## src/hdl/csp_ram.sv

```systemverilog
`default_nettype none

module csp_ram #(
  parameter int unsigned Width = 8,
  parameter int unsigned Depth = 64
) (
  input  logic                     clk_i,
  input  logic                     we_i,
  input  logic [$clog2(Depth)-1:0] waddr_i,
  input  logic [Width-1:0]         wdata_i,
  input  logic [$clog2(Depth)-1:0] raddr_i,
  output logic [Width-1:0]         rdata_o
);

  logic [Width-1:0] mem [Depth];
  logic [Width-1:0] rdata_q;

  always_ff @(posedge clk_i) begin
    if (we_i) begin
      mem[waddr_i] <= wdata_i;
    end
    rdata_q <= mem[raddr_i];
  end

  assign rdata_o = rdata_q;

endmodule

`default_nettype wire

```

## config.mk

```make
export PLATFORM = sky130hd
export DESIGN_NAME = csp_ram
export DESIGN_NICKNAME = d
export VERILOG_FILES = /design/src/hdl/csp_ram.sv
export SDC_FILE = /design/constraint.sdc
export NUM_CORES = 1
export LEC_CHECK = 0
export BUFFER_PORTS_ARGS = -buffer_cell sky130_fd_sc_hd__buf_2
export CAP_MARGIN = 30
export CORE_ASPECT_RATIO = 1.4
export CORE_MARGIN = 8
export CORE_UTILIZATION = 44
export DETAILED_ROUTE_END_ITERATION = 12
export PLACE_DENSITY = 0.68
export SLEW_MARGIN = 0
export SYNTH_ARGS = -nofsm -noshare
export SYNTH_HDL_FRONTEND = slang
export SYNTH_SLANG_ARGS = --single-unit
```

## constraint.sdc

```tcl
create_clock -name clk_i -period 2.4 [get_ports clk_i]
set_input_delay 0.48 -clock clk_i [delete_from_list [all_inputs] [get_ports clk_i]]
set_output_delay 0.48 -clock clk_i [all_outputs]
set_load 0.005 [all_outputs]
```

Yosys cells after proc, flatten, opt, wreduce, memory -nomap -nowiden. Memories as Yosys holds them, arrays and structs flattened. A register that Yosys moved wholly into a read port is not among the register bits. Index checks and enable logic that the tools add are counted.

Logic and storage cells: 3. Memories: 1. Input bits: 22. Bits in latches: 0. Output and inout port bits: 8. ROM bits: 0. Register bits after elaboration: 0. Bits in writable memories: 512.

Reduce and logical (&&, ||, !) cells: 0. Equality and inequality tests: 0. Muxes and demuxes: 2. $add $sub $neg: 0. Bitwise logic cells: 0. Shift-type cells: 0. Order comparisons: 0. Divide/modulo/power cells: 0. Multipliers: 0.

Memories: mem (words 64, width 8, read ports 1, clocked after memory_dff 1, write ports 1, RTL line 15) `logic [Width-1:0] mem [Depth];`.

Operators by type and width (number): 1-bit two-way mux (2).

Longest topological paths before layout. Gate-level depths: netlist of the first run.

Word-level depth: 2. Mapped depth: 9. Gate-level depth less buffers: 5.

Least setup slack after synthesis of the first run. Ideal clock, no wire load.

Path type: input to register. From: input port raddr_i[1]. To: register rdata_q[3] (netlist: rdata_o[3]), read port of mem. Arrival time: 2020 ps. Cell stages on the path: 7. Buffers on the path: 3. Required time: 2272 ps. Setup time: 128 ps. Path slack: 252 ps. Cell sequence: buf_4 buf_2 buf_2 mux4_2 mux4_2 o21ai_1 o41ai_1.

RTL lines: start, declared (RTL line 11) `input logic [$clog2(Depth)-1:0] raddr_i,`; end, declared (RTL line 16) `logic [Width-1:0] rdata_q;`.

==> results of run 1 <==
metrics by stage:
stage | instances | power, mW
after floorplan | 940 | 10.80
after global placement | 1683 | 11.29
after detailed placement | 1683 | 11.31
after CTS | 1764 | 18.34
after global routing | 1764 | 18.71
final | 1764 | 18.20
per-layer routing:
| layer | wire, um | up-vias | global-route usage (%) | share of wire [%] |
|---|---|---|---|---|
| met5 | 23 | - | 0 | 0.052 |
| met3 | 2348 | 96 | 2.456 | 5.3 |
| met4 | 1779 | 4 | 6.884 | 4.0 |
| li1 | - | 4276 | - | - |
| met2 | 23150 | 348 | 29.37 | 52 |
| met1 | 17150 | 5259 | 20.88 | 39 |
sequential cells by signal, summed over array words and instances, names as in the netlist:
register / flops
mem: 512
rdata_o: 8
power groups by stage:
stage               clock (mW)  sequential, mW  combinational, mW
finish                    7.10            10.1               1.02
global route              7.55            10.1               1.08
CTS                       7.23            10.1               1.03
detailed placement           0            10.3               1.03
global placement             0            10.3               1.02
floorplan                    0            10.3              0.536
layout make-up:
| cell class | count | area, um2 |
|---|---|---|
| clock inverters | 27 | 240.2 |
| multi-input cells | 369 | 4315 |
| repair buffers | 177 | 1470 |
| well taps | 617 | 772.0 |
| flip-flops and latches | 520 | 15530 |
| fillers | 3598 | 22080 |
| clock buffers | 54 | 1202 |
path summary, 6_finish.rpt:
path	to	slack, ps	from	cells past startpoint
worst min register to register	rdata_o[6]	830	mem[30][6]	3
worst min-delay path	rdata_o[6]	400	raddr_i[5]	3
worst max-delay path	rdata_o[4]	140	mem[25][4]	5
worst max register to register	rdata_o[4]	140	mem[25][4]	5
placed cells by master (no fill, tap or decap), drive strengths merged, types with 7 or more instances in the layout:
cell	instances
nand2b	7
nor3	7
o22ai	8
mux4	126
o221ai	8
dfxtp	8
nand2	19
buf	176
mux2i	23
mux2	13
nor2	83
clkinv	21
edfxtp	512
nand3	13
clkbuf	55
nor2b	14
logic make-up after synthesis:
family          after synthesis  share of synthesized area, %
buf+inv                      51                         1.570
mux                         162                         15.94
flops                       520                         77.03
simple gates                153                         3.387
compound gates               54                         2.072
worst reg2reg max path: cells and delay by family, from the launching register on:
| kind | cells | cell delay, ps |
|---|---|---|
| AOI/OAI and AO/OA | 2 | 450 |
| DFF | 1 | 370 |
| muxes | 2 | 740 |
| and+or+nand+nor | 1 | 570 |
==> run summary, run 1 <==
For this run, design rule violations remaining after detail routing come to 0. The run gives 1,135 as the net count reported at finish. The switching component of the power is 3.697 mW.

The required arrival time at the worst endpoint is 2810 ps, and the initial core utilization is 44.21%. From bottom edge to top edge, the die measures 269.3 um. The largest area contributor in the synthesized netlist is sky130_fd_sc_hd__edfxtp_1. Placeable core region: 0.04561 mm2. The path class of the tightest hold or removal check is input port to flip-flop. The number of antenna diodes in the final layout is 0. The logs give 0 for the count of yosys warnings during synthesis and 30 for the number of I/O pins.

The tools report the sequential fraction of the synthesis area as 77.03%. In this run the clock root is driven by a sky130_fd_sc_hd__clkbuf_16. The signal on the critical path passes through mux4_2 > mux2_2 > o221a_2 > nor3_1 > o32ai_1. Among all flip-flop cells after synthesis, the most frequent one is sky130_fd_sc_hd__edfxtp_1. The worst setup path is launched from a flip-flop.

For the total number of H-tree levels, the log shows 2. The total detailed-routing wirelength is 44,460 um, and the worst slew slack as a fraction of its limit is 54.15%. Detailed routing inserted a total of 9,983 vias. The cell area that synthesis handed to floorplanning was 0.02017 mm2. The remaining antenna violation count was 0. The unique cell type count in the Yosys netlist came out at 40. For this run, asynchronously set or reset flops after synthesis account for 0%. The number of global-route vias before repair is 10,320, and the total clock buffers created by CTS is 45.

Compared with the post-synthesis result, the final layout area differs by 16.70%. Number of port buffers: 29. TritonCTS built the clock tree. The leakage power total is 7.615 nW. The number of hold-repair buffers added at the cts stage is 0. Critical path capture point type: a flip-flop. Once placement finished, the instance area stood at 0.02209 mm2. After clock tree synthesis, the setup repair step added 0 buffers.

Per report_power, the combinational group accounts for 5.6% of the total. After clock tree synthesis, the clock-pin slew on the worst setup and hold paths is 60 ps. Summing all non-filler instances in the final layout gives an area of 0.02354 mm2. The flow ran to the end, and the final reports show no timing, DRC or antenna violations. The mean post-synth cell area works out to 21.45 um2.

The number of nets handed over by synthesis was 962. Routability-driven placement finished with a final weighted congestion of 0.8529. Post-CTS repair changed the size of 0 cells. The run gives 2670 ps as the data arrival time of the critical path.

The share of total power consumed by net switching came out at 20.32%. For this run, the detailed router's first-pass iteration total came to 7. The tools report the pre-CTS setup slack as -348.4 ps. The actual slew at the worst max-slew pin was 670.4 ps; the floorplan die width was 196.9 um. In this run the power density over the cells is 773.1 mW/mm2. The synthesized netlist cell count was 940. Setup repair after global routing left no endpoint under its margin. The clock period could shrink to 2259 ps. The synthesized design devotes to its leading area cell type 76.24% of total area. Sorting the synthesized cells by area gives the leading types as sky130_fd_sc_hd__edfxtp_1, sky130_fd_sc_hd__mux4_2, sky130_fd_sc_hd__nor2_1. The initial antenna violation count came out at 2. Clock tree synthesis found a total of 520 sinks. Measured on the finished design, the core utilization comes to 51.60%.

The final worst hold slack was 399.4 ps. No sink is reached through more buffers than the 3 on the longest clock path. The final cycle utilization of the critical path is 94.11%. The first routing iteration left 923 violations.

Count of pins over their slew limit: 0. The full die area came out at 0.05304 mm2. Counting instances in the post-synthesis netlist gives the leading cell types as sky130_fd_sc_hd__edfxtp_1, sky130_fd_sc_hd__mux4_2, sky130_fd_sc_hd__nor2_1. The first global-routing pass estimated 66,560 um of wire. The logs give 0 for the final number of hold-violating endpoints and 0 for the count of final setup violators. Of the cells placed in the final design, the portion with a size suffix greater than 1 is 33.57%. On the worst path, the slowest cell contributes a delay of 570 ps. The worst path buffer plus inverter count is 0. The type of the setup path with the least slack is flip-flop to flip-flop.

Global routing finished with a remaining overflow of 0. The cell at the slowest stage of the critical path is sky130_fd_sc_hd__nor3_1. The kind of cell adding the most delay to the critical path was multiplexers. The total track usage was 16.88%.

The half-perimeter wire length after detailed placement was 29,060 um; the maximum number of pins on one net before global-route repair was 65. By instance count, the leading cell after synthesis is sky130_fd_sc_hd__edfxtp_1. IR analysis of the VDD net gives a maximum drop of 0.0005082 V. The number of max-capacitance violations reported is 0, and the total negative setup slack is 0 ps.

The initialized floorplan defines 93 standard-cell rows. Internal power comes to 14.50 mW. The clock group share of total power is 39.0%.

The count of flip-flops with a built-in enable after synthesis works out to 512. The worst-case setup margin in the final layout was 141.3 ps; the detailed-route wire length per cell was 25.20 um. Per report_power, the sequential group accounts for 55.4% of the total.

Based on the critical path, the design can be clocked at up to 442.7 MHz. The largest fanout on the critical path came out at 1. In the routed layout, each cell is associated on average with a via count of 5.659.

The count of state elements after synthesis works out to 520. The clock arrives with 15.48 ps of skew. The later pin in the worst-skew pair is clocked with a latency of 550 ps.
No activity file was read; power rests on OpenSTA's default activity.
==> run 2: changes to the inputs <==
--- a/config.mk
+++ b/config.mk
@@ -8,7 +8,7 @@
 export BUFFER_PORTS_ARGS = -buffer_cell sky130_fd_sc_hd__buf_2
 export CAP_MARGIN = 30
 export CORE_ASPECT_RATIO = 1.4
-export CORE_MARGIN = 8
+export CORE_MARGIN = 2
 export CORE_UTILIZATION = 44
 export DETAILED_ROUTE_END_ITERATION = 12
 export PLACE_DENSITY = 0.68
==> run summary, run 2 (same netlist as run 1, synthesis figures left out) <==
The core region is 0.04512 mm2. Most common library cell in the layout ignoring fill and taps: sky130_fd_sc_hd__edfxtp_1. Entering global routing, the biggest net connects 65 pins.

TritonCTS built the clock tree. The register with the most flip-flops in the layout has 512 of them. Setup repair after global routing left no endpoint under its margin. The die height works out to 257.3 um. The share of the core filled with cells was 52.44%; the number of I/O pins was 30. Once the clock tree was built, the setup fixing pass inserted 0 buffers. The detailed-route wire length per cell was 25.47 um.

The number of rows in the core area was 92. More flip-flops sit in one register than any other, and that register is mem. Clock-pin slew was measured on the worst setup and hold paths at 70 ps.

The HPWL after detailed placement is 30,110 um. Layout cell share with drive strength beyond 1: 34.08%. The number of port buffers came out at 29. The routed layout has 10,030 vias. The share of total power dissipated in sequential elements is 56.0%. STA puts the critical path data arrival time at 2600 ps. STA puts the critical path data required time at 2810 ps. Across the run, the number of max-cap violations was 0. At the later pin of the worst-skew pair, clock insertion delay measures 540 ps.

The floorplan die width was 184.9 um. Global routing finished with a remaining overflow of 0. The run gives 3 as the initial antenna violation count.

The tools report the critical path capture point type as a flip-flop. Filler-free cell count of the finished design: 1,778. Summing all flip-flop and latch instances after layout gives 0.01553 mm2.

The flow ran to the end, and the final reports show no timing, DRC or antenna violations. The sink count of the clock tree was 520; the net count reported at finish was 1,160. Kind of cell adding the most delay to the critical path: multiplexers. In the final layout, the multi-input gates occupy 0.004315 mm2. The count of pins over their slew limit is 0, and the internal power consumption is 14.38 mW. Global routing used 19.68% of the available tracks. The number of hold-repair buffers added at the cts stage is 0.

On the final layout, the worst clock skew is 12.61 ps. Cell at the root of the clock tree: sky130_fd_sc_hd__clkbuf_16. For this block, the routed nets add up to 45,290 um of wire. Hold timing on the final database bottoms out at a slack of 388.1 ps. Of the total power, the clock network draws 38.1%.

Kind of launch point of the worst setup path: a flip-flop. The slowest stage of the critical path belongs to the cell sky130_fd_sc_hd__mux4_2. Using the TritonRoute via totals, the vias-per-cell ratio works out to 5.643. After layout, the worst path uses 91.34% of the clock period. Net switching is 20.10% of the power. The initial core utilization came out at 44.69%.

Leaving out fill and tap cells, the most frequent cells in the layout are sky130_fd_sc_hd__edfxtp_1, sky130_fd_sc_hd__buf_4, sky130_fd_sc_hd__mux4_2, sky130_fd_sc_hd__nor2_1, sky130_fd_sc_hd__clkbuf_16. Across the VDD grid, the largest voltage drop is 0.0004271 V. The post-cts resize count is 0. The combinational cell fraction of total power was 5.9%; the actual slew at the worst max-slew pin was 701.1 ps. The tools report the leakage power total as 7.691 nW. For this run, design rule violations remaining after detail routing come to 0. The worst path buffer plus inverter count was 1. The critical path goes through mux4_2 > mux2_2 > o221a_2 > nor3_1 > buf_4 > o32ai_1. The worst setup path is of the flip-flop to flip-flop kind.

The signed area change from the synthesized netlist to the final layout came out at 17.34%. The number of clock buffers added by TritonCTS is 45. The first routing iteration left 1,018 violations. The run gives 2 as the total number of H-tree levels. The longest clock path from root to sink contains 3 buffers. The worst slew slack as a fraction of its limit came out at 53.26%. Final number of hold-violating endpoints: 0. For the count of final setup violators, the log shows 0. In this run the remaining antenna-violating nets after routing total 0.

The first global-routing pass estimated 68,040 um of wire. Static timing analysis puts the maximum clock frequency at 456.2 MHz. The full die area is 0.04759 mm2, and the number of global-route vias before repair is 10,420. Summed over all nets, the switching power comes to 3.618 mW. Including well taps, the total number of placed cells is 1,702. The worst min-delay path class was input port to flip-flop. Power spread over the standard cell area amounts to 760.4 mW/mm2. In this design, the stage delay of the slowest critical-path cell is 470 ps. The layout has 3,552 filler cells.

The clock period could shrink to 2192 ps. The final weighted congestion in routability-driven placement is 0.7907, and the largest fanout on the critical path is 1. Number of search-and-repair iterations in the first detailed-routing pass: 6.
-- run 2: cell types whose count changed in the layout (fill, tap and decap cells not counted), sizes merged --
cell,delta
clkinv,-10
inv,-1
clkbuf,+4
buf,+25
diode,+2
-- run 2: worst paths after layout --
check	start	endpoint	slack, ps	depth (start not counted)
max reg2reg	mem[28][6]	rdata_o[6]	210	6
min	raddr_i[5]	rdata_o[0]	390	3
min reg2reg	mem[23][1]	rdata_o[1]	850	4
max	mem[28][6]	rdata_o[6]	210	6
-- run 2: stage by stage --
stage / setup slack (ps) / setup TNS [ps] / power [mW] / instance area (um2)
floorplan: 252.3 / 0 / 10.80 / 20170
global placement: -328.1 / -801.8 / 11.33 / 22310
detailed placement: -284.0 / -856.5 / 11.35 / 22310
CTS: 184.5 / 0 / 18.12 / 23660
global route: 101.4 / 0 / 18.51 / 23660
finish: 207.9 / 0 / 18.00 / 23660
-- run 2: area by class of cell --
| type | instances | area share (%) |
|---|---|---|
| antenna | 2 | 0.02115 |
| clock buffer | 58 | 4.965 |
| clock inverter | 16 | 0.7349 |
| multi-input combinational | 369 | 18.24 |
| sequential | 520 | 65.65 |
| tap | 611 | 3.231 |
| timing repair buffer | 202 | 7.164 |
-- run 2: worst min-delay path: cells and delay by family --
family                 cells  cell delay (ps)
AOI/OAI and AO/OA          1               60
buffers and inverters      1              230
and+or+nand+nor            1              120
-- run 2: power by group through the flow --
stage,Clock (mW),Combinational (mW),Sequential (mW)
final,6.85,1.07,10.1
after global placement,0,1.06,10.3
after global routing,7.30,1.14,10.1
after floorplan,0,0.536,10.3
after detailed placement,0,1.08,10.3
after CTS,6.97,1.08,10.1
-- run 2: metal layers --
layer | track usage, % | part of all wire [%]
met1 | 25.50 | 39
met3 | 2.434 | 5.2
met5 | 0 | 0.033
met2 | 34.31 | 53
met4 | 6.768 | 3.1
